==> src/design/cps_pkg.sv <==
package cps_pkg;

  // Column count store.
  localparam int COUNT_W = 11;
  localparam logic [COUNT_W-1:0] COUNT_MAX = '1;

  // Configuration register widths and indexes.
  localparam int WIDTH_REG_W  = 10;
  localparam int HEIGHT_REG_W = 11;
  localparam int LEVEL_W      = 8;
  localparam int CFG_DATA_W   = 11;
  localparam int CFG_INDEX_W  = 2;

  localparam logic [CFG_INDEX_W-1:0] CFG_IMAGE_WIDTH      = 2'd0;
  localparam logic [CFG_INDEX_W-1:0] CFG_IMAGE_HEIGHT     = 2'd1;
  localparam logic [CFG_INDEX_W-1:0] CFG_FOREGROUND_LEVEL = 2'd2;

  localparam logic [WIDTH_REG_W-1:0]  WIDTH_RESET  = 10'd512;
  localparam logic [HEIGHT_REG_W-1:0] HEIGHT_RESET = 11'd1024;
  localparam logic [LEVEL_W-1:0]      LEVEL_RESET  = 8'd255;

  // Result field widths.
  localparam int START_W = 9;
  localparam int END_W   = 10;

  typedef enum logic [2:0] {
    ST_CLEAR,
    ST_IDLE,
    ST_FLUSH,
    ST_SCAN,
    ST_FINISH
  } state_t;

  typedef struct packed {
    logic rd_en;
    logic wr_en;
  } ram_ctl_t;

endpackage

==> src/design/cps_scan.sv <==
module cps_scan
  import cps_pkg::*;
#(
  parameter int MAX_COLUMNS  = 512,
  parameter int MAX_SEGMENTS = 64,
  parameter int COL_W        = $clog2(MAX_COLUMNS),
  parameter int WCNT_W       = $clog2(MAX_COLUMNS + 1)
) (
  input  logic               clk,
  input  logic               rst,
  input  logic               start,
  input  logic [WCNT_W-1:0]  w_eff,
  input  logic [COUNT_W-1:0] rdata,
  output ram_ctl_t           ctl,
  output logic [COL_W-1:0]   addr,
  output logic               idle,
  output logic               m_valid,
  input  logic               m_ready,
  output logic [START_W-1:0] seg_start,
  output logic [END_W-1:0]   seg_end,
  output logic               seg_valid,
  output logic               seg_final,
  output logic               seg_dropped
);

  localparam int SC_W   = $clog2(MAX_COLUMNS + 2);
  localparam int EMIT_W = $clog2(MAX_SEGMENTS + 1);
  localparam logic [SC_W-1:0]   LAST_SC  = SC_W'(MAX_COLUMNS);
  localparam logic [SC_W-1:0]   DONE_SC  = SC_W'(MAX_COLUMNS + 1);
  localparam logic [SC_W-1:0]   CLEAR_SC = SC_W'(MAX_COLUMNS - 1);
  localparam logic [EMIT_W-1:0] EMIT_MAX = EMIT_W'(MAX_SEGMENTS);

  state_t state, state_next;

  logic [SC_W-1:0]   sc;
  logic              s1_valid;
  logic [SC_W-1:0]   s1_col;
  logic              in_run;
  logic [COL_W-1:0]  run_start;
  logic [EMIT_W-1:0] emitted;
  logic              dropped;
  logic              pend_valid;
  logic [COL_W-1:0]  pend_start;
  logic [SC_W-1:0]   pend_end;

  logic nz, close, produce, push, stall, s1_fire, issue, out_free, scan_done;

  // The column after the last real one reads as empty and closes a run at the edge.
  assign nz        = s1_col < SC_W'(w_eff) && rdata != '0;
  assign close     = s1_valid && in_run && !nz;
  assign produce   = close && emitted < EMIT_MAX;
  assign push      = produce && pend_valid;
  assign out_free  = !m_valid || m_ready;
  assign stall     = push && !out_free;
  assign s1_fire   = s1_valid && !stall;
  assign issue     = state == ST_SCAN && sc <= LAST_SC && (!s1_valid || s1_fire);
  assign scan_done = sc == DONE_SC && (!s1_valid || s1_fire);

  always_comb begin
    state_next = state;
    case (state)
      ST_CLEAR:  if (sc == CLEAR_SC) state_next = ST_IDLE;
      ST_IDLE:   if (start) state_next = ST_FLUSH;
      ST_FLUSH:  state_next = ST_SCAN;
      ST_SCAN:   if (scan_done) state_next = ST_FINISH;
      ST_FINISH: if (out_free) state_next = ST_IDLE;
      default:   state_next = ST_CLEAR;
    endcase
  end

  always_comb begin
    ctl.rd_en = 1'b0;
    ctl.wr_en = 1'b0;
    idle      = 1'b0;
    case (state)
      ST_CLEAR: begin
        ctl.wr_en = 1'b1;
      end
      ST_IDLE: begin
        idle = 1'b1;
      end
      ST_SCAN: begin
        ctl.rd_en = issue && sc < LAST_SC;
        ctl.wr_en = issue && sc < LAST_SC;
      end
      default: begin
        ctl.rd_en = 1'b0;
      end
    endcase
  end

  assign addr = sc[COL_W-1:0];

  always_ff @(posedge clk) begin
    if (rst) begin
      state      <= ST_CLEAR;
      sc         <= '0;
      s1_valid   <= 1'b0;
      in_run     <= 1'b0;
      emitted    <= '0;
      dropped    <= 1'b0;
      pend_valid <= 1'b0;
      m_valid    <= 1'b0;
    end else begin
      state <= state_next;
      case (state)
        ST_CLEAR: sc <= (sc == CLEAR_SC) ? '0 : sc + SC_W'(1);
        ST_SCAN:  if (issue) sc <= sc + SC_W'(1);
        default:  sc <= '0;
      endcase

      if (issue) begin
        s1_valid <= 1'b1;
      end else if (s1_fire) begin
        s1_valid <= 1'b0;
      end

      if (state == ST_SCAN && s1_fire) begin
        if (!in_run && nz) begin
          in_run <= 1'b1;
        end else if (close) begin
          in_run <= 1'b0;
          if (produce) begin
            emitted    <= emitted + EMIT_W'(1);
            pend_valid <= 1'b1;
          end else begin
            dropped <= 1'b1;
          end
        end
      end

      if (state == ST_FINISH && out_free) begin
        m_valid    <= 1'b1;
        in_run     <= 1'b0;
        emitted    <= '0;
        dropped    <= 1'b0;
        pend_valid <= 1'b0;
      end else if (state == ST_SCAN && s1_fire && push) begin
        m_valid <= 1'b1;
      end else if (m_ready) begin
        m_valid <= 1'b0;
      end
    end
  end

  always_ff @(posedge clk) begin
    if (issue) begin
      s1_col <= sc;
    end
    if (state == ST_SCAN && s1_fire) begin
      if (!in_run && nz) begin
        run_start <= s1_col[COL_W-1:0];
      end else if (produce) begin
        pend_start <= run_start;
        pend_end   <= s1_col;
      end
    end
    if (state == ST_FINISH && out_free) begin
      seg_start   <= pend_valid ? START_W'(pend_start) : '0;
      seg_end     <= pend_valid ? END_W'(pend_end) : '0;
      seg_valid   <= pend_valid;
      seg_final   <= 1'b1;
      seg_dropped <= dropped;
    end else if (state == ST_SCAN && s1_fire && push) begin
      seg_start   <= START_W'(pend_start);
      seg_end     <= END_W'(pend_end);
      seg_valid   <= 1'b1;
      seg_final   <= 1'b0;
      seg_dropped <= 1'b0;
    end
  end

`ifndef SYNTHESIS
  a_emit_limit: assert property (@(posedge clk) disable iff (rst)
    emitted <= EMIT_MAX)
    else $error("segment count passed its limit");

  a_idle_clean: assert property (@(posedge clk) disable iff (rst)
    state == ST_IDLE |-> !in_run && !pend_valid && !s1_valid)
    else $error("scan state left over in idle");

  a_read_in_scan: assert property (@(posedge clk) disable iff (rst)
    ctl.rd_en |-> state == ST_SCAN)
    else $error("column read outside the scan");

  a_finish_exit: assert property (@(posedge clk) disable iff (rst)
    state == ST_FINISH && out_free |=> state == ST_IDLE && m_valid && seg_final)
    else $error("final result not loaded");
`endif

endmodule

==> config.mk <==
export PLATFORM = sky130hd
export DESIGN_NAME = cps_scan
export DESIGN_NICKNAME = d
export VERILOG_FILES = /design/src/design/cps_pkg.sv /design/src/design/cps_scan.sv
export SDC_FILE = /design/constraint.sdc
export NUM_CORES = 1
export LEC_CHECK = 0
export ABC_AREA = 0
export BUFFER_PORTS_ARGS = -buffer_cell sky130_fd_sc_hd__buf_2
export CAP_MARGIN = 20
export CORE_ASPECT_RATIO = 0.9
export CORE_MARGIN = 4
export CORE_UTILIZATION = 25
export DETAILED_ROUTE_END_ITERATION = 10
export GPL_TIMING_DRIVEN = 0
export PLACE_DENSITY_LB_ADDON = 0.08
export SLEW_MARGIN = 20
export SYNTH_ARGS = -nofsm -noshare
export SYNTH_HDL_FRONTEND = slang
export SYNTH_SLANG_ARGS = --single-unit
==> constraint.sdc <==
create_clock -name clk -period 5.46 [get_ports clk]
set_clock_uncertainty 0.1 [all_clocks]
set_input_delay 1.092 -clock clk [delete_from_list [all_inputs] [get_ports clk]]
set_output_delay 1.092 -clock clk [all_outputs]
set_load 0.1 [all_outputs]
## Word level (Yosys, flattened, before mapping)

Cells that the tools add are included.

| storage, ports and cells | value |
|---|---|
| output and inout port bits | 35 |
| memories | 0 |
| logic and storage cells | 100 |
| RAM bits | 0 |
| input port bits | 25 |
| register bits after elaboration | 85 |
| latch bits | 0 |
| ROM bits | 0 |

| operators by class | value |
|---|---|
| divide/modulo/power cells | 0 |
| eq/ne operators | 11 |
| muxes and demuxes | 28 |
| bitwise operators | 2 |
| shifts and indexed selects | 0 |
| reduce and logical (&&, ||, !) cells | 36 |
| multipliers | 0 |
| $lt $le $gt $ge | 4 |
| add/subtract/negate cells | 2 |

Operator list:

| cell | number |
|---|---|
| $mux W10 | 5 |
| $mux W9 | 3 |
| $pmux W10 S2 | 1 |
| $logic_and A1 B1 Y1 | 15 |
| $pmux W3 S5 | 1 |
| $mux W1 | 13 |
| $mux W3 | 4 |
| $reduce_and A4 Y1 | 3 |
| $reduce_bool A11 Y1 | 1 |
| $add A10 B1 Y10 const B | 1 |
| $eq A10 B10 Y1 const B | 1 |
| $eq A10 B9 Y1 const B | 1 |
| $le A10 B10 Y1 const B | 1 |
| $lt A10 B10 Y1 | 1 |
| $lt A10 B10 Y1 const B | 1 |
| $ne A2 B2 Y1 const B | 5 |
| $add A7 B1 Y7 const B | 1 |
| $lt A7 B7 Y1 const B | 1 |
| $eq A3 B2 Y1 const B | 2 |
| $logic_not A1 Y1 | 6 |
| $reduce_bool A2 Y1 | 3 |
| $reduce_and A2 Y1 | 2 |
| $eq A3 B1 Y1 const B | 1 |
| $eq A3 B3 Y1 const B | 1 |
| 7 further kinds | 9 |

## Longest topological paths before layout

Gate-level depths: netlist (run 1).

| depth | value |
|---|---|
| depth after elaboration | 13 |
| mapped depth | 10 |
| depth with buffers taken out | 9 |

## Worst setup path after synthesis (run 1)

OpenSTA, ideal clock, no wires.

| timing path | value |
|---|---|
| path kind | input port to output port |
| start point | input port w_eff[3] |
| end point | output port ctl[1] (netlist bit) |
| stages | 7 |
| buffers on the path | 0 |
| arrival time | 5.041 ns |
| required time | 4.268 ns |
| slack | -0.773 ns |
| cells stage by stage | inv_1 > ha_1 > a211o_1 > a21oi_1 > o21a_1 > o21ai_1 > nor4_1 |

RTL lines:

| what | RTL line | source |
|---|---|---|
| from (decl) | cps_scan.sv:12 | `input logic [WCNT_W-1:0] w_eff,` |
| to (decl) | cps_scan.sv:14 | `output ram_ctl_t ctl,` |

==> results of run 1 <==
## stage by stage
step | std cells | hold slack (ps) | power [mW] | setup WS (ps)
floorplan | 295 | 300 | 0.736 | 258
global route | 563 | 329 | 1.40 | 546
finish | 563 | 313 | 1.34 | 797
detailed placement | 548 | 305 | 0.754 | 751
CTS | 563 | 317 | 1.37 | 747
global placement | 546 | 303 | 0.753 | 27.5
## sequential cells by signal, summed over array words and instances (netlist names), 3 cells and up
signal and flops:
seg_end 10, pend_end 10, sc 10, emitted 7, s1_col 10, seg_start 9
state 3, pend_start 9, run_start 9
## worst max-delay path, stage by stage
cell and delay [ps]:
buf_2 80, inv_1 40, ha_1 300, a211o_1 260, a21oi_1 120, o21a_1 250
o21ai_1 310, or3_1 440, a21oi_1 140, buf_2 440
## kinds of logic after synthesis
logic type,after synthesis,synth area share (%)
simple gates,109,16.6
xor+xnor,6,1.47
buf+inv,34,4.52
fa+ha+maj,13,4.55
mux,1,0.280
compound gates,47,8.47
flops,85,64.1
## cell usage in the layout (no fill, tap or decap), drive strengths merged, types with 13 or more instances in the layout
cell type  instances
buf               70
edfxtp            59
dfxtp             26
nor2              22
nor2b             20
inv               19
nand2             18
a21oi             16
clkbuf            15
ha                13
## layout make-up
class / instances / area (sq um)
Fill cell: 1455 / 9550
Sequential cell: 85 / 2290
Multi-Input combinational cell: 176 / 1140
Timing Repair Buffer: 60 / 325
Tap cell: 193 / 241
Clock buffer: 9 / 225
Buffer: 16 / 93.8
Inverter: 18 / 67.6
Clock inverter: 6 / 63.8
## power by group through the flow
stage	logic [mW]	clock network [mW]	registers (mW)
finish	0.0522	0.601	0.687
floorplan	0.0363	0	0.699
global route	0.0578	0.653	0.687
detailed placement	0.0527	0	0.701
global placement	0.0516	0	0.701
CTS	0.0532	0.626	0.687
## metal layers
metal | vias up | GRT usage (%) | wire [um]
met2 | 53 | 15.2 | 3410
met4 | 0 | 3.94 | 141
met1 | 1113 | 12.9 | 3610
li1 | 1212 | - | -
met5 | - | 0 | 0
met3 | 13 | 4.39 | 468
## synthesized netlist by cell type (4+ instances only)
master	instances	share of area, %
ha_1	13	4.6
dfxtp_1	26	15
nor2_1	22	2.3
nand2_1	18	1.9
nor3_1	4	0.56
inv_1	18	1.9
nor2b_1	20	3.5
clkbuf_1	6	0.63
o21ai_0	8	1.1
a31oi_1	4	0.70
a21oi_1	16	2.2
buf_4	9	1.9
nand3_1	11	1.5
or4_1	4	0.84
o211ai_1	4	0.84
nor4_1	4	0.70
edfxtp_1	59	50
or3_1	6	1.1
## final timing paths
path	startpoint	endpoint	slack, ps	cells past startpoint
hold reg to reg	run_start[0]$_DFFE_PP_	pend_start[0]$_DFFE_PP_	310	0
setup reg to reg	state[0]$_SDFFE_PP0P_	seg_end[2]$_DFFE_PP_	2240	7
setup / recovery	w_eff[3]	ctl[0]	800	10
hold / removal	run_start[0]$_DFFE_PP_	pend_start[0]$_DFFE_PP_	310	0
==> flow_summary_export.csv, run 1 <==
group,metric,value,unit
floorplanning,top_level_ports,60,
floorplanning,rows,41,
timing,max_slew.worst_pin.slew,914,ps
clock_network,worstSkewPairLatency,340,ps
placement,postPlaceCellArea,0.00416,sq mm
power_and_ir_drop,power.leakage,1.69,nW
synth,async_flop_share,0,%
detailed_routing,drtPass1Iterations,4,
clock_network,root_buffer,"clkbuf_16",
power_and_ir_drop,pwr-share-comb,3.9,%
floorplanning,fp.dieW,134,um
timing,setup_viol,0,
worst_hold_path,hp-class,"flip-flop to flip-flop",
timing,worst_slew_margin_rel,38.9,%
power_and_ir_drop,ir_drop,0.139,mV
outcome,status,"completed",
detailed_routing,drc_errors,0,
detailed_routing,drt-initial-drc-count,101,
worst_setup_path,cp_data_arrival_time,3470,ps
clock_network,clockBufferDepth,2,
global_routing,grt_usage,10.1,%
synth,synth_top_flop_cell,"edfxtp_1",
timing,min_period_over_period,85.4,%
clock_network,ctsHoldBuffers,0,
worst_setup_path,cp_max_fo,10,
floorplanning,fp.coreArea,0.0140,sq mm
placement,portBuffers,58,
power_and_ir_drop,pwr-share-clk,44.8,%
cells_and_area,layout.nets,404,
worst_setup_path,crit_required,4270,ps
synth,synth_area,0.00357,sq mm
clock_network,cts-resized-gates,0,
clock_network,clock_sinks,85,
run,maxCapViolations,0,
detailed_routing,ant_nets,0,
synth,synth_edf_count,59,
global_routing,grt_pass1_wl,12600,um
synth,ys_seq_area_share,64.1,%
global_routing,grt-ovfl-total,0,
worst_setup_path,worst-setup-path-type,"input port to output pin",
clock_network,cts_tree,"built",
cells_and_area,area_delta_synth_final,24.6,%
clock_network,clkSlewWorstSetupHoldPaths,60,ps
synth,ys_warn_count,0,
timing,fmax,214,MHz
synth,synthCells,295,
global_routing,grt_pass1_vias,2433,
power_and_ir_drop,power_density,301,mW/mm^2
cells_and_area,postLayoutCoreUtil,31.8,%
clock_network,cts_setup_buffers,0,
cells_and_area,antenna_cells,0,
placement,gp_congestion,0.748,
synth,syn-num-nets,333,
clock_network,cts_inserted_buffers,9,
timing,setup_tns,0,ps
placement,dp_hpwl,5440,um
synth,synth_seq_cells,85,
timing,finalMaxSlewViolations,0,
timing,rsz0062_at_grt,"no",
synth,synth_cell_types,44,
detailed_routing,wire_per_inst,13.5,um
detailed_routing,viasPerCell,4.25,
power_and_ir_drop,seqPwrFrac,51.3,%
clock_network,htree_levels,3,
global_routing,grt_max_degree,22,
power_and_ir_drop,swShare,21.4,%
timing,post-route-min-period,4660,ps
floorplanning,die_area,0.0163,sq mm
floorplanning,die-height,121,um
synth,syn_area_per_cell,12.1,sq um
detailed_routing,routed_wirelength,7630,um
detailed_routing,via_count,2391,
power_and_ir_drop,power.internal,1.05,mW
cells_and_area,drive_above_1_share,24.1,%
power_and_ir_drop,p_sw,287,uW
global_routing,antenna_found_initial,0,
cells_and_area,design_area,0.00445,sq mm
timing,hold_viol,0,
worst_setup_path,startpoint_type,"input port",
floorplanning,initial_core_util,25.5,%
worst_setup_path,end_kind,"output pin",
(Power assumes the default switching activity.)
==> inputs of run 2 (changes only) <==
Settings changed: GPL_TIMING_DRIVEN 0 to unset.
==> flow_summary_export.csv, run 2 (same netlist as run 1, synthesis figures left out) <==
group,metric,value,unit
clock_network,cts_setup_buffers,0,
cells_and_area,layout.nets,389,
timing,finalMaxSlewViolations,0,
detailed_routing,drt-initial-drc-count,90,
floorplanning,rows,41,
worst_setup_path,r2r_start,"s1_col[3]$_DFFE_PP_",
global_routing,grt_pass1_vias,2286,
worst_setup_path,startpoint_type,"input port",
worst_setup_path,crit_required,4270,ps
cells_and_area,antenna_cells,0,
timing,setup_tns,0,ps
floorplanning,die_area,0.0163,sq mm
detailed_routing,ant_nets,0,
global_routing,grt_pass1_wl,12200,um
floorplanning,top_level_ports,60,
worst_setup_path,end_kind,"output pin",
clock_network,htree_levels,3,
clock_network,cts_tree,"built",
detailed_routing,drtPass1Iterations,4,
timing,rsz0062_at_grt,"no",
global_routing,grt_usage,9.83,%
cells_and_area,mostFrequentLayoutCells,"buf_2 (59), edfxtp_1 (59), dfxtp_1 (26)",
worst_setup_path,ff2ff_path_depth,7,
power_and_ir_drop,power.leakage,1.64,nW
timing,post-route-min-period,4540,ps
detailed_routing,wire_per_inst,13.6,um
timing,worst_slew_margin_rel,36.7,%
timing,hold_viol,0,
cells_and_area,drive_above_1_share,23.3,%
power_and_ir_drop,ir_drop,0.115,mV
cells_and_area,area_delta_synth_final,21.7,%
clock_network,ctsHoldBuffers,0,
detailed_routing,drc_errors,0,
clock_network,cts_inserted_buffers,9,
timing,max_slew.worst_pin.slew,948,ps
global_routing,antenna_found_initial,0,
clock_network,root_buffer,"clkbuf_16",
floorplanning,die-height,121,um
worst_setup_path,rrSetupSlack,2550,ps
global_routing,grt_max_degree,27,
detailed_routing,viasPerCell,4.26,
timing,fin_hold_ws,318,ps
worst_setup_path,cp_max_fo,10,
placement,portBuffers,59,
placement,dp_hpwl,5280,um
timing,min_period_over_period,83.1,%
clock_network,worstSkewPairLatency,340,ps
floorplanning,fp.coreArea,0.0140,sq mm
clock_network,cts-resized-gates,0,
worst_setup_path,cp_data_arrival_time,3350,ps
run,maxCapViolations,0,
worst_setup_path,r2r-end,"run_start[0]$_DFFE_PP_",
floorplanning,fp.dieW,134,um
outcome,status,"completed",
clock_network,clockBufferDepth,2,
placement,gp_congestion,0.739,
clock_network,clock_sinks,85,
global_routing,grt-ovfl-total,0,
power_and_ir_drop,power_density,310,mW/mm^2
worst_setup_path,crit_end,"ctl[0]",
worst_setup_path,worst-setup-path-type,"input port to output pin",
worst_setup_path,startpoint,"w_eff[3]",
clock_network,clkSlewWorstSetupHoldPaths,60,ps
floorplanning,initial_core_util,25.5,%
timing,setup_viol,0,
cells_and_area,nFillCells,1435,
worst_hold_path,hp-class,"flip-flop to flip-flop",
detailed_routing,via_count,2337,
timing,fmax,220,MHz
detailed_routing,routed_wirelength,7470,um
[run 2: changes by cell type in the layout (fill, tap and decap cells not counted)]
cell,previous run,this run
nor2_1,22,21
clkbuf_1,6,0
inv_6,1,2
buf_16,1,0
nor2_2,0,1
buf_4,10,2
buf_2,58,59
clkinv_4,1,2
buf_1,1,0
o21ai_2,0,1
o21ai_4,1,0
clkinvlp_4,1,0
[run 2: final cells by class]
type | instances | area [sq um] | share of cell area (%)
clock buffers | 9 | 225 | 5.18
multi-input cells | 176 | 1140 | 26.2
clock inverters | 7 | 73.8 | 1.70
repair buffers | 61 | 310 | 7.14
well taps | 193 | 241 | 5.55
inverters | 18 | 67.6 | 1.55
flip-flops and latches | 85 | 2290 | 52.7
[run 2: worst min-delay path by stage]
stage                                      start                       to  slack, ps  cells after the start
after global routing      run_start[7]$_DFFE_PP_  pend_start[7]$_DFFE_PP_        330                      0
after CTS                 run_start[0]$_DFFE_PP_  pend_start[0]$_DFFE_PP_        320                      0
final                     run_start[5]$_DFFE_PP_  pend_start[5]$_DFFE_PP_        320                      0
after floorplan           run_start[0]$_DFFE_PP_  pend_start[0]$_DFFE_PP_        300                      0
after detailed placement  run_start[7]$_DFFE_PP_  pend_start[7]$_DFFE_PP_        300                      0
after global placement    run_start[1]$_DFFE_PP_  pend_start[1]$_DFFE_PP_        300                      0
[run 2: routing by layer]
metal / global-route usage, % / wire, um / up-vias
met5: 0 / 0 / -
met4: 3.05 / 102 / 0
met3: 4.44 / 385 / 7
met2: 14.4 / 3270 / 47
met1: 13.0 / 3720 / 1096
li1: - / - / 1187
[run 2: report_power, final]
part | leakage [nW] | total (mW) | switching, mW | internal, mW
logic | 0.748 | 0.0490 | 0.0325 | 0.0164
clock network | 0.148 | 0.612 | 0.255 | 0.357
registers | 0.743 | 0.687 | 0.00453 | 0.683
[run 2: worst max-delay path, stage by stage]
cell and delay, ps:
buf_2 80, inv_1 40, ha_1 300, a211o_1 260
a21oi_1 140, o21a_1 230, o21ai_1 100, buf_4 170
or3_1 350, a21oi_1 140, buf_2 440
[run 2: per-stage QoR]
stage	instance area, sq um	instances	utilization, %	setup slack (ps)	power [mW]
2_1_floorplan	3580	295	-	258	0.736
3_3_place_gp	4050	533	28.9	937	0.750
3_5_place_dp	4050	533	28.9	898	0.751
4_1_cts	4350	549	31.0	879	1.38
5_1_grt	4350	549	31.0	749	1.41
6_report	4350	549	31.0	922	1.35
