**config.mk**
```make
export PLATFORM = sky130hd
export DESIGN_NAME = cps_accum
export DESIGN_NICKNAME = d
export VERILOG_FILES = /design/src/design/cps_pkg.sv /design/src/design/cps_accum.sv
export SDC_FILE = /design/constraint.sdc
export NUM_CORES = 1
export LEC_CHECK = 0
export BUFFER_PORTS_ARGS = -buffer_cell sky130_fd_sc_hd__buf_2
export CORE_MARGIN = 1.5
export CORE_UTILIZATION = 30
export CTS_CLUSTER_SIZE = 8
export DETAILED_ROUTE_END_ITERATION = 8
export PLACE_DENSITY_LB_ADDON = 0.1
export RECOVER_POWER = 100
export SYNTH_ARGS = -nofsm -noshare
export SYNTH_HDL_FRONTEND = slang
export SYNTH_SLANG_ARGS = --single-unit
```
**constraint.sdc**
```tcl
create_clock -name clk -period 3.5 [get_ports clk]
set_input_delay 0.35 -clock clk [delete_from_list [all_inputs] [get_ports clk]]
set_output_delay 0.35 -clock clk [all_outputs]
set_load 0.01 [all_outputs]
```
**src/design/cps_pkg.sv**
```systemverilog
package cps_pkg;

  // Column count store.
  localparam int COUNT_W = 11;
  localparam logic [COUNT_W-1:0] COUNT_MAX = '1;

  // Configuration register widths and indexes.
  localparam int WIDTH_REG_W  = 10;
  localparam int HEIGHT_REG_W = 11;
  localparam int LEVEL_W      = 8;
  localparam int CFG_DATA_W   = 11;
  localparam int CFG_INDEX_W  = 2;

  localparam logic [CFG_INDEX_W-1:0] CFG_IMAGE_WIDTH      = 2'd0;
  localparam logic [CFG_INDEX_W-1:0] CFG_IMAGE_HEIGHT     = 2'd1;
  localparam logic [CFG_INDEX_W-1:0] CFG_FOREGROUND_LEVEL = 2'd2;

  localparam logic [WIDTH_REG_W-1:0]  WIDTH_RESET  = 10'd512;
  localparam logic [HEIGHT_REG_W-1:0] HEIGHT_RESET = 11'd1024;
  localparam logic [LEVEL_W-1:0]      LEVEL_RESET  = 8'd255;

  // Result field widths.
  localparam int START_W = 9;
  localparam int END_W   = 10;

  typedef enum logic [2:0] {
    ST_CLEAR,
    ST_IDLE,
    ST_FLUSH,
    ST_SCAN,
    ST_FINISH
  } state_t;

  typedef struct packed {
    logic rd_en;
    logic wr_en;
  } ram_ctl_t;

endpackage

```
**src/design/cps_accum.sv**
```systemverilog
module cps_accum
  import cps_pkg::*;
#(
  parameter int MAX_COLUMNS = 512,
  parameter int MAX_ROWS    = 1024,
  parameter int COL_W       = $clog2(MAX_COLUMNS),
  parameter int ROW_W       = $clog2(MAX_ROWS),
  parameter int WCNT_W      = $clog2(MAX_COLUMNS + 1),
  parameter int HCNT_W      = $clog2(MAX_ROWS + 1)
) (
  input  logic               clk,
  input  logic               rst,
  input  logic               accept,
  input  logic [LEVEL_W-1:0] pixel,
  input  logic [LEVEL_W-1:0] fg_level,
  input  logic [WCNT_W-1:0]  w_eff,
  input  logic [HCNT_W-1:0]  h_eff,
  input  logic [COUNT_W-1:0] rdata,
  output ram_ctl_t           ctl,
  output logic [COL_W-1:0]   raddr,
  output logic [COL_W-1:0]   waddr,
  output logic [COUNT_W-1:0] wdata,
  output logic               frame_end
);

  logic [COL_W-1:0]   col_pos;
  logic [ROW_W-1:0]   row_pos;
  logic               last_col;
  logic               last_row;
  logic               s1_valid;
  logic [COL_W-1:0]   s1_addr;
  logic               s1_hit;
  logic               fwd_valid;
  logic [COL_W-1:0]   fwd_addr;
  logic [COUNT_W-1:0] fwd_data;
  logic [COUNT_W-1:0] cur;

  // A position at or past the last column or row counts as the last one.
  assign last_col  = (WCNT_W'(col_pos) + WCNT_W'(1)) >= w_eff;
  assign last_row  = (HCNT_W'(row_pos) + HCNT_W'(1)) >= h_eff;
  assign frame_end = accept && last_col && last_row;

  // The write at the previous edge is not visible to a read issued at that edge.
  assign cur   = (fwd_valid && fwd_addr == s1_addr) ? fwd_data : rdata;
  assign wdata = (s1_hit && cur != COUNT_MAX) ? cur + COUNT_W'(1) : cur;

  assign raddr     = col_pos;
  assign waddr     = s1_addr;
  assign ctl.rd_en = accept;
  assign ctl.wr_en = s1_valid;

  always_ff @(posedge clk) begin
    if (rst) begin
      col_pos   <= '0;
      row_pos   <= '0;
      s1_valid  <= 1'b0;
      fwd_valid <= 1'b0;
    end else begin
      s1_valid  <= accept;
      fwd_valid <= s1_valid;
      if (accept) begin
        if (last_col) begin
          col_pos <= '0;
          row_pos <= last_row ? '0 : row_pos + ROW_W'(1);
        end else begin
          col_pos <= col_pos + COL_W'(1);
        end
      end
    end
  end

  always_ff @(posedge clk) begin
    s1_addr  <= col_pos;
    s1_hit   <= (pixel == fg_level);
    fwd_addr <= s1_addr;
    fwd_data <= wdata;
  end

endmodule

```
=== Word level (Yosys, flattened, before mapping) ===
Index checks and enable logic that the tools add are counted.

* Register bits: 51
* Input bits: 51
* Output and inout port bits: 32
* Word-level logic and storage cells: 27

* Add/subtract/negate cells: 5
* Magnitude comparators: 2
* Equal/unequal tests: 3
* Multiplexer cells: 4
* Reductions and logical operators: 5

{| class="wikitable"
|+ Operator list
! operator !! number
|-
| $mux 11 || 2
|-
| $add 10x1->11 const B || 1
|-
| $add 11x1->11 const B || 1
|-
| $ge 11x11->1 || 1
|-
| $ne 11x11->1 const B || 1
|-
| $add 10x1->10 const B || 1
|-
| $add 9x1->10 const B || 1
|-
| $ge 10x10->1 || 1
|-
| $mux 10 || 1
|-
| $add 9x1->9 const B || 1
|-
| $eq 9x9->1 || 1
|-
| $mux 9 || 1
|-
| $eq 8x8->1 || 1
|-
| $logic_and 1x1->1 || 4
|-
| $reduce_and 2->1 || 1
|}

=== Depth between registers and ports, before layout ===
Gate-level depths: netlist of run 1.

* Depth in word-level cells: 6
* Depth in mapped cells: 13
* Depth with buffers taken out: 12

=== Least setup slack after synthesis of run 1 ===
OpenSTA, ideal clock, no wires.

* Path kind: reg-to-output
* Start point: register col_pos[0] (netlist: raddr[0])
* End point: output frame_end
* Data arrival time: 2.862 ns
* Required time: 3.150 ns
* Setup slack: 0.288 ns
* Cell stages (with the launch flop): 13
* Cell sequence: dfxtp_1 ha_1 nand3_1 nor3_1 nand3_1 xnor2_1 ha_1 a21o_1 a21oi_1 nand2_1 nand2_1 clkbuf_1 nor3_1

* Longest elaborated chain between the ends: 4

{| class="wikitable"
|+ Ends and longest elaborated chain
! item !! line !! text
|-
| from (decl) || cps_accum.sv:26 || <nowiki>logic [COL_W-1:0] col_pos;</nowiki>
|-
| from (signal assigned) || cps_accum.sv:66 || <nowiki>col_pos <= col_pos + COL_W'(1);</nowiki>
|-
| $add 9x1->10 || cps_accum.sv:39 || <nowiki>assign last_col = (WCNT_W'(col_pos) + WCNT_W'(1)) >= w_eff;</nowiki>
|-
| $ge 10x10->1 || cps_accum.sv:39 ||
|-
| $logic_and 1x1->1 (2 in a row) || cps_accum.sv:41 || <nowiki>assign frame_end = accept && last_col && last_row;</nowiki>
|-
| to (decl) || cps_accum.sv:23 || <nowiki>output logic frame_end</nowiki>
|}

Every way passes these cells.

=== Worst setup path after layout of run 1 ===
* Start point: register row_pos[3]
* End point: output frame_end

* Longest elaborated chain between the ends: 3

{| class="wikitable"
|+ Ends and longest elaborated chain
! item !! line !! text
|-
| from (decl) || cps_accum.sv:27 || <nowiki>logic [ROW_W-1:0] row_pos;</nowiki>
|-
| from (signal assigned) || cps_accum.sv:64 || <nowiki>row_pos <= last_row ? '0 : row_pos + ROW_W'(1);</nowiki>
|-
| $add 10x1->11 || cps_accum.sv:40 || <nowiki>assign last_row = (HCNT_W'(row_pos) + HCNT_W'(1)) >= h_eff;</nowiki>
|-
| $ge 11x11->1 || cps_accum.sv:40 ||
|-
| $logic_and 1x1->1 || cps_accum.sv:41 ||
|}

Every way passes these cells.

==> impl_metrics.py, run 1 <==
metrics = {
    "run_status": {
        "status": "complete, no violations",
    },
    "worst_setup_path": {
        "worst-endpoint-required_ps": 3150,
        "critPathSlowestCell": "or4_1",
        "path_class": "flop to primary output",
        "path_max_fanout": 4,
        "crit_end": "frame_end",
        "crit_path_start": "row_pos[3]$_SDFFE_PP0P_",
        "start_kind": "flop",
        "cp-end-kind": "primary output",
        "reg2reg_from": "raddr[1]$_SDFFE_PP0P_",
        "slowest_delay_ps": 560,
        "r2r_cells": 13,
        "path_cells": "and3_1, and3_1, nand3_1, xnor2_1, ha_1, or4_1, nor3_1, o21ai_1, a31oi_2, nor3_1, buf_2",
        "reg2reg_slack_ps": 380,
        "cp_data_arrival_time_ps": 2930,
        "r2r-end": "row_pos[2]$_SDFFE_PP0P_",
    },
    "timing": {
        "drv_slew": 0,
        "setup_viol": 0,
        "hold_viol": 0,
        "setup_tns_ps": 0,
        "fmax_mhz": 305,
        "relSlewSlack": 0.221,
        "skew_ps": 17.5,
        "worst_slack_ps": 223,
        "rsz0062_at_grt": "no",
        "worst_pin_slew_ps": 1170,
        "period_minus_slack_ps": 3280,
        "final.period_utilization": 0.936,
        "fin_hold_ws_ps": 329,
    },
    "synthesis": {
        "synth_adder_area_share": 0.0941,
        "synth_edf_count": 0,
        "synth_fp_nets": 424,
        "seq_area_frac_synth": 0.334,
        "yosys_warnings": 0,
        "async_flop_share": 0,
        "ys_types": 51,
        "syn_area_per_cell_um2": 8.74,
        "synth_cells": 350,
        "synth_area_mm2": 0.00306,
        "synth_mux_area_frac": 0.0520,
        "synth_flop_cell": "dfxtp_1",
        "synth-simple-area-share": 0.168,
        "synth_top_family_by_area": "simple AND/OR/NAND/NOR gates",
        "synthTopCellsByArea": "dfxtp_1, xnor2_1, ha_1, inv_1, a21oi_1",
        "netlist.area_leader.share": 0.334,
        "synth_compound_area_frac": 0.162,
        "synth-xor-area-share": 0.123,
        "ys_seq_elements": 51,
        "synth_top_area_cell": "dfxtp_1",
    },
    "layout": {
        "final_cell_mix": "buf_2, dfxtp_1, xnor2_1",
        "layout-drive-gt1-share": 0.183,
        "layout_commonest_cell": "buf_2",
        "num_antenna_cells": 0,
        "area_delta_synth_final_pct": 21.5,
        "final_nets": 515,
        "final_core_util": 0.378,
    },
    "clocking": {
        "cts_tree": "yes",
        "numCtsBuffers": 5,
        "path_clk_slew_ps": 120,
        "root_buffer": "clkbuf_8",
        "cts_sinks": 51,
        "cts_max_level": 2,
        "cts_buffer_depth": 2,
        "insertion_delay_ps": 320,
    },
    "power": {
        "max-vdd-ir-drop_v": 0.000177,
        "p_per_area_mw_per_mm2": 309,
        "leakage_nw": 1.54,
    },
    "grt": {
        "antenna_found_initial": 0,
        "grt_pass1_vias": 2587,
        "gr-total-overflow": 0,
        "grt.total_usage": 0.143,
        "grt_max_degree": 24,
        "grt_pass1_wl_mm": 12.7,
    },
    "routing": {
        "dr_total_vias": 2753,
        "wl_met2_mm": 3.53,
        "dr.max_layer_used": "met4",
        "drt-pass1-iter-count": 4,
        "drt-total-wl_mm": 7.71,
        "post_drt_wl_per_cell_um": 13.4,
        "final_antenna_net_count": 0,
        "vias_per_cell": 4.79,
        "m1WireLength_mm": 3.70,
        "drt-initial-drc-count": 121,
        "drc": 0,
        "wl_met3_um": 430,
    },
    "die": {
        "num_rows": 36,
        "die_w_um": 104,
        "pin_count": 83,
        "fp.dieArea_mm2": 0.0108,
        "die_h_um": 104,
        "start_util": 0.311,
        "core-area_mm2": 0.00982,
    },
    "min_path": {
        "hold_class": "primary input to flop",
    },
    "run": {
        "drv_cap": 0,
    },
    "placed_design": {
        "place.gp.congestion": 0.797,
        "hpwl_mm": 5.92,
        "dp_slack_ps": 297,
        "port_buffers": 82,
    },
}
-- report_power, final --
part	total (mW)	switching [mW]	internal [mW]
Sequential	0.611	0.0132	0.597
Combinational	0.162	0.0880	0.0740
Clock	0.376	0.227	0.149
Total	1.15	0.329	0.820
-- cell usage after synthesis, types with 2 or more instances --
cell	n
a211oi_1	4
a21o_1	6
a21oi_1	22
and3_1	5
buf_2	2
buf_4	3
clkbuf_1	5
dfxtp_1	51
ha_1	23
inv_1	37
mux2_2	3
mux2i_1	11
nand2_1	18
nand2b_1	4
nand3_1	22
nand4_1	12
nor2_1	11
nor2b_1	2
nor3_1	8
nor3_2	2
nor3b_1	2
nor4b_1	2
o211ai_1	4
o21a_1	2
o21ai_0	13
o21ai_1	2
o32ai_1	8
or3_1	2
xnor2_1	38
xor2_1	5
-- area by class of cell --
class	instances	area, um2
clock buffers	5	68.8
repair buffers	95	458
well taps	133	166
fillers	1051	6100
flip-flops and latches	51	1020
inverters	38	143
multi-input cells	250	1830
clock inverters	3	28.8
-- worst max-delay path, delay by kind of cell, from the launching register on --
| family | cells | cell delay, ps |
|---|---|---|
| adders and majority gates | 1 | 200 |
| buffers and inverters | 1 | 150 |
| and+or+nand+nor | 6 | 1390 |
| AOI/OAI and AO/OA | 2 | 320 |
| DFF | 1 | 390 |
| xor gates and xnor gates | 1 | 160 |
-- layer usage --
metal	GRT usage	vias to the layer above
li1	-	1419
met1	0.190	1257
met3	0.0345	6
met2	0.236	71
met5	0	-
met4	0.0298	0
-- state kept, by name (all words and copies together), names as in the netlist --
register / count
s1_valid: 1
fwd_valid: 1
s1_hit: 1
fwd_data: 11
waddr: 9
fwd_addr: 9
row_pos: 10
raddr: 9
-- stage by stage --
step           cells  instance area, um2  power [mW]
3_5_place_dp     566                3670       0.790
4_1_cts          575                3770        1.17
6_report         575                3720        1.15
5_1_grt          575                3720        1.21
3_3_place_gp     566                3670       0.790
2_1_floorplan    350                3060       0.719
-- logic make-up (layout without fill, tap and decap cells) --
kind of cell,Yosys count,in the layout
AND/OR/NAND/NOR,96,96
buffers and inverters,49,141
adder cells (fa/ha/maj),23,23
XOR/XNOR,43,43
AO/OA/AOI/OAI,73,73
flip-flops,51,51
multiplexers,15,15
-- repair_timing --
item | 4_1_cts | 5_1_grt
pin swaps | 1 | 0
buffers inserted | 1 | 0
cloned | 0 | 0
hold buffers | 0 | 0
endpoints found under the setup margin | 1 | 1
resized for setup | 0 | 2
-- worst min-delay path by stage --
stage / start / end / slack (ps) / cells after the start
floorplan: waddr[0]$_DFF_P_ / fwd_addr[0]$_DFF_P_ / 400 / 0
global route: pixel[0] / s1_hit$_DFF_P_ / 350 / 4
finish: pixel[3] / s1_hit$_DFF_P_ / 330 / 4
detailed placement: waddr[2]$_DFF_P_ / fwd_addr[2]$_DFF_P_ / 370 / 0
global placement: waddr[4]$_DFF_P_ / fwd_addr[4]$_DFF_P_ / 370 / 0
CTS: pixel[3] / s1_hit$_DFF_P_ / 320 / 4
(Power assumes the default switching activity.)
==> run 2: changes to the inputs <==
--- a/config.mk
+++ b/config.mk
@@ -5,11 +5,13 @@
 export SDC_FILE = /design/constraint.sdc
 export NUM_CORES = 1
 export LEC_CHECK = 0
+export ABC_AREA = 1
 export BUFFER_PORTS_ARGS = -buffer_cell sky130_fd_sc_hd__buf_2
 export CORE_MARGIN = 1.5
 export CORE_UTILIZATION = 30
 export CTS_CLUSTER_SIZE = 8
 export DETAILED_ROUTE_END_ITERATION = 8
+export HOLD_SLACK_MARGIN = 0.06
 export PLACE_DENSITY_LB_ADDON = 0.1
 export RECOVER_POWER = 100
 export SYNTH_ARGS = -nofsm -noshare
==> impl_metrics.py, run 2 <==
metrics = {
    "run_status": {
        "status": "complete, no violations",
    },
    "timing": {
        "setup_tns_ps": 0,
        "skew_ps": 8.03,
        "worst_slack_ps": 324,
        "fmax_mhz": 315,
        "hold_viol": 0,
        "drv_slew": 0,
        "worst_pin_slew_ps": 1040,
        "setup_viol": 0,
        "final.period_utilization": 0.907,
        "rsz0062_at_grt": "no",
        "relSlewSlack": 0.308,
        "period_minus_slack_ps": 3180,
    },
    "die": {
        "die_w_um": 107,
        "start_util": 0.313,
        "fp.dieArea_mm2": 0.0115,
        "pin_count": 83,
        "core-area_mm2": 0.0104,
        "die_h_um": 107,
        "num_rows": 37,
    },
    "clocking": {
        "cts_sinks": 51,
        "hold_buffers": 0,
        "cts_max_level": 2,
        "cts_buffer_depth": 2,
        "numCtsBuffers": 5,
        "path_clk_slew_ps": 100,
        "root_buffer": "clkbuf_8",
        "cts_tree": "yes",
        "insertion_delay_ps": 310,
    },
    "layout": {
        "final_nets": 645,
        "final_core_util": 0.370,
        "largest_reg_flops": 11,
        "area_delta_synth_final_pct": 18.5,
        "num_antenna_cells": 0,
        "layout_commonest_cell": "nand2_1",
        "layout-drive-gt1-share": 0.159,
        "n_fill_cell": 1181,
        "top_regs": "fwd_data (11), row_pos (10)",
        "top_register": "fwd_data",
        "final_cell_mix": "nand2_1, inv_1, buf_2",
    },
    "grt": {
        "antenna_found_initial": 0,
        "grt_max_degree": 22,
        "grt_pass1_wl_mm": 13.0,
        "groute.layer.met1.usage": 0.177,
        "busiest_layer": "met2",
        "gr-total-overflow": 0,
        "grt_pass1_vias": 2888,
        "grt_use_met3": 0.0298,
        "use_met2": 0.242,
        "grt.total_usage": 0.142,
    },
    "routing": {
        "final_antenna_net_count": 0,
        "drt-total-wl_mm": 7.87,
        "dr_total_vias": 3080,
        "drt-initial-drc-count": 90,
        "drc": 0,
        "post_drt_wl_per_cell_um": 11.1,
        "vias_per_cell": 4.35,
        "drt-pass1-iter-count": 4,
    },
    "worst_setup_path": {
        "path_cells": "xnor2_1, nand3_1, nor2_2, buf_4, nand3_2, nand2_1, nand2_1, nor2_4, nand3_1, nand2_4, nand2_1, nand2_1, clkbuf_1",
        "cp_data_arrival_time_ps": 2830,
        "cp-end-kind": "primary output",
        "start_kind": "flop",
        "crit_top_cell": "nand2_1",
        "path_class": "flop to primary output",
        "critPathSlowestCell": "dfxtp_1",
        "slowest_delay_ps": 410,
        "worst-endpoint-required_ps": 3150,
        "path_max_fanout": 8,
    },
    "power": {
        "leakage_nw": 1.96,
        "p_total_mw": 1.17,
        "p_per_area_mw_per_mm2": 303,
        "swShare": 0.297,
        "max-vdd-ir-drop_v": 0.000126,
        "switching_power_mw": 0.348,
        "p_clk_frac": 0.303,
        "p_seq_frac": 0.520,
        "internal_power_mw": 0.823,
        "comb_power_share": 0.177,
    },
    "synthesis": {
        "synth_top_area_cell": "dfxtp_1",
        "netlist.area_leader.share": 0.314,
        "yosys_warnings": 0,
        "ys_types": 34,
        "synth_cells": 487,
        "netlist_top_cells_count": "nand2_1, inv_1, dfxtp_1",
        "async_flop_share": 0,
        "synth_flop_cell": "dfxtp_1",
        "ys_seq_elements": 51,
        "syn_area_per_cell_um2": 6.69,
        "synth_fp_nets": 561,
        "synth_edf_count": 0,
        "yosysMostFrequentCell": "nand2_1",
        "seq_area_frac_synth": 0.314,
        "synth_area_mm2": 0.00326,
        "synthTopCellsByArea": "dfxtp_1, nand2_1, ha_1, inv_1, nand3_1",
    },
    "placed_design": {
        "place.gp.congestion": 0.811,
        "dp_slack_ps": 485,
        "port_buffers": 82,
        "hpwl_mm": 6.19,
    },
    "min_path": {
        "hold_class": "primary input to flop",
    },
    "run": {
        "drv_cap": 0,
    },
}
-- run 2: worst max-delay path: cells and delay by family, from the launching register on --
family	cells	cell delay (ps)
xor gates and xnor gates	1	130
buffers and inverters	2	390
DFF	1	410
and+or+nand+nor	10	1580
-- run 2: worst paths after layout --
check	startpoint	cells after the start	slack, ps	end
max reg2reg	raddr[2]$_SDFFE_PP0P_	14	570	raddr[1]$_SDFFE_PP0P_
min	pixel[2]	4	310	s1_hit$_DFF_P_
max	waddr[4]$_DFF_P_	13	320	wdata[2]
min reg2reg	waddr[1]$_DFF_P_	0	390	fwd_addr[1]$_DFF_P_
-- run 2: cell families after synthesis --
group,count (synthesis),synth area share
flops,51,0.314
simple gates,264,0.359
fa+ha+maj,23,0.0884
compound gates,39,0.0665
xor+xnor,26,0.0699
buf+inv,84,0.103
-- run 2: what timing repair did --
action	CTS	global route
buffers inserted	0	2
gates resized for setup	0	4
endpoints found under the setup margin	0	2
-- run 2: cell type report --
cell class                      count  area (um2)  area share
Multi-Input combinational cell    352        1890       0.489
Sequential cell                    51        1020       0.266
Timing Repair Buffer               86         405       0.105
Inverter                           75         282      0.0730
Tap cell                          136         170      0.0441
Clock buffer                        6        72.6      0.0188
Clock inverter                      2        16.3     0.00422
-- run 2: power by group through the flow --
stage	clock network, mW	logic, mW	registers, mW
2_1_floorplan	0	0.138	0.621
3_3_place_gp	0	0.210	0.622
3_5_place_dp	0	0.212	0.622
4_1_cts	0.377	0.213	0.608
5_1_grt	0.403	0.239	0.612
6_report	0.355	0.207	0.609
-- run 2: stage by stage --
step	std cells	area (um2)	hold WS, ps
3_3_place_gp	698	3800	370
2_1_floorplan	487	3260	403
5_1_grt	708	3860	295
4_1_cts	706	3890	296
3_5_place_dp	698	3800	373
6_report	708	3860	311
-- run 2: layer usage --
layer	up-vias	part of all wire
met1	1338	0.48
met3	6	0.044
met2	59	0.47
met4	0	0.013
li1	1677	-
met5	-	0
==> run 3: changes to the inputs <==
--- a/config.mk
+++ b/config.mk
@@ -14,6 +14,7 @@
 export HOLD_SLACK_MARGIN = 0.06
 export PLACE_DENSITY_LB_ADDON = 0.1
 export RECOVER_POWER = 100
+export REMOVE_ABC_BUFFERS = 1
 export SYNTH_ARGS = -nofsm -noshare
 export SYNTH_HDL_FRONTEND = slang
 export SYNTH_SLANG_ARGS = --single-unit
==> impl_metrics.py, run 3 (same netlist as run 2, synthesis figures left out) <==
metrics = {
    "worst_setup_path": {
        "r2r_cells": 14,
        "critPathTopFamily": "simple AND/OR/NAND/NOR gates",
        "r2r-end": "raddr[4]$_SDFFE_PP0P_",
        "critPathSlowestCell": "dfxtp_1",
        "cp_data_arrival_time_ps": 2870,
        "start_kind": "flop",
        "path_max_fanout": 6,
        "slowest_delay_ps": 470,
        "cp.depth": 14,
        "cp-end-kind": "primary output",
        "path_class": "flop to primary output",
        "critPathBufInv": 2,
        "worst-endpoint-required_ps": 3150,
        "reg2reg_slack_ps": 480,
        "reg2reg_from": "raddr[2]$_SDFFE_PP0P_",
        "path_cells": "nand3_1, nor2_1, nand3_1, nor2_1, xnor2_1, inv_1, ha_1, nand2_1, nor4_1, nand3_1, nand4_1, nand2_1, nor2_1, buf_2",
    },
    "layout": {
        "num_antenna_cells": 0,
        "top_register": "fwd_data",
        "final_cell_mix": "nand2_1, inv_1, dfxtp_1, buf_2, nor2_1",
        "layout-drive-gt1-share": 0.156,
        "n_fill_cell": 1173,
        "finalNonFillerCells": 706,
        "layout_commonest_cell": "nand2_1",
        "largest_reg_flops": 11,
        "area_delta_synth_final_pct": 18.0,
        "top_regs": "fwd_data (11), row_pos (10)",
        "final_nets": 643,
    },
    "placed_design": {
        "port_buffers": 82,
        "dp_slack_ps": 496,
        "placedCellCount": 698,
        "place.gp.congestion": 0.772,
        "hpwl_mm": 6.15,
    },
    "min_path": {
        "hp-start": "accept",
        "hold_path_end": "raddr[0]$_SDFFE_PP0P_",
        "hold_class": "primary input to flop",
        "hold_path_depth": 3,
    },
    "timing": {
        "final.period_utilization": 0.919,
        "fmax_mhz": 311,
        "worst_slack_ps": 282,
        "relSlewSlack": 0.325,
        "setup_viol": 0,
        "drv_slew": 0,
        "period_minus_slack_ps": 3220,
        "hold_viol": 0,
        "rsz0062_at_grt": "no",
        "setup_tns_ps": 0,
        "skew_ps": 6.03,
        "fin_hold_ws_ps": 317,
        "worst_pin_slew_ps": 1010,
    },
    "power": {
        "internal_power_mw": 0.823,
        "p_seq_frac": 0.518,
        "switching_power_mw": 0.353,
        "p_per_area_mw_per_mm2": 306,
        "leakage_nw": 1.97,
        "comb_power_share": 0.174,
        "max-vdd-ir-drop_v": 0.000167,
        "p_clk_frac": 0.308,
        "swShare": 0.300,
        "p_total_mw": 1.18,
    },
    "clocking": {
        "cts_sinks": 51,
        "cts_tree": "yes",
        "cts_max_level": 2,
        "path_clk_slew_ps": 100,
        "ctsResizeCount": 0,
        "cts_buffer_depth": 2,
        "numCtsBuffers": 5,
        "hold_buffers": 0,
        "insertion_delay_ps": 300,
        "post-cts-setup-buffers": 0,
        "root_buffer": "clkbuf_8",
    },
    "routing": {
        "vias_per_cell": 4.34,
        "final_antenna_net_count": 0,
        "drc": 0,
        "post_drt_wl_per_cell_um": 11.0,
        "dr_total_vias": 3067,
        "drt-total-wl_mm": 7.80,
        "drt-pass1-iter-count": 4,
        "drt-initial-drc-count": 119,
    },
    "die": {
        "die_h_um": 107,
        "fp.dieArea_mm2": 0.0115,
        "core-area_mm2": 0.0104,
        "die_w_um": 107,
        "pin_count": 83,
        "start_util": 0.313,
        "num_rows": 37,
    },
    "grt": {
        "grt_pass1_wl_mm": 13.0,
        "grt.total_usage": 0.140,
        "grt_pass1_vias": 2858,
        "gr-total-overflow": 0,
        "grt_max_degree": 22,
        "antenna_found_initial": 0,
    },
    "run": {
        "drv_cap": 0,
    },
    "run_status": {
        "status": "complete, no violations",
    },
}
-- run 3: power by group through the flow --
stage                     sequential [mW]  combinational [mW]  clock (mW)
after floorplan                     0.622               0.128           0
after global placement              0.622               0.209           0
after detailed placement            0.623               0.211           0
after CTS                           0.609               0.212       0.379
after global routing                0.612               0.235       0.404
final                               0.609               0.205       0.362
-- run 3: cell type report --
class	count	area (um2)	area share
multi-input combinational	352	1880	0.490
sequential	51	1020	0.266
timing repair buffer	84	394	0.103
inverter	75	282	0.0733
tap	136	170	0.0443
clock buffer	5	68.8	0.0179
clock inverter	3	23.8	0.00619
-- run 3: how the worst max path moves through the flow --
stage	start	endpoint	slack, ps
after global routing	raddr[2]$_SDFFE_PP0P_	frame_end	8
after CTS	raddr[2]$_SDFFE_PP0P_	frame_end	260
after floorplan	raddr[0]$_SDFFE_PP0P_	frame_end	780
final	raddr[2]$_SDFFE_PP0P_	frame_end	280
after global placement	raddr[2]$_SDFFE_PP0P_	raddr[1]$_SDFFE_PP0P_	490
after detailed placement	raddr[0]$_SDFFE_PP0P_	raddr[1]$_SDFFE_PP0P_	500
-- run 3: worst register-to-register path: stages (launching register included) --
cell and delay, ps:
dfxtp_1 470, nand3_1 160, nor2_1 160, nand3_1 110, nor2_1 170, xnor2_1 140
inv_1 80, ha_1 280, a21oi_1 160, nor2_1 60, a211oi_1 190, nand4_1 230
nor2_1 490, nand2_1 100, a21oi_1 150
-- run 3: layer usage --
layer	wire (um)	up-vias	global-route usage
met2	3740	61	0.244
met5	0	-	0
li1	-	1669	-
met3	264	2	0.0213
met1	3740	1335	0.179
met4	55	0	0.0343
-- run 3: per-stage QoR --
step	instance area, um2	utilization
after floorplan	3200	-
after global placement	3800	0.365
after detailed placement	3800	0.365
after CTS	3890	0.373
after global routing	3840	0.369
final	3840	0.369
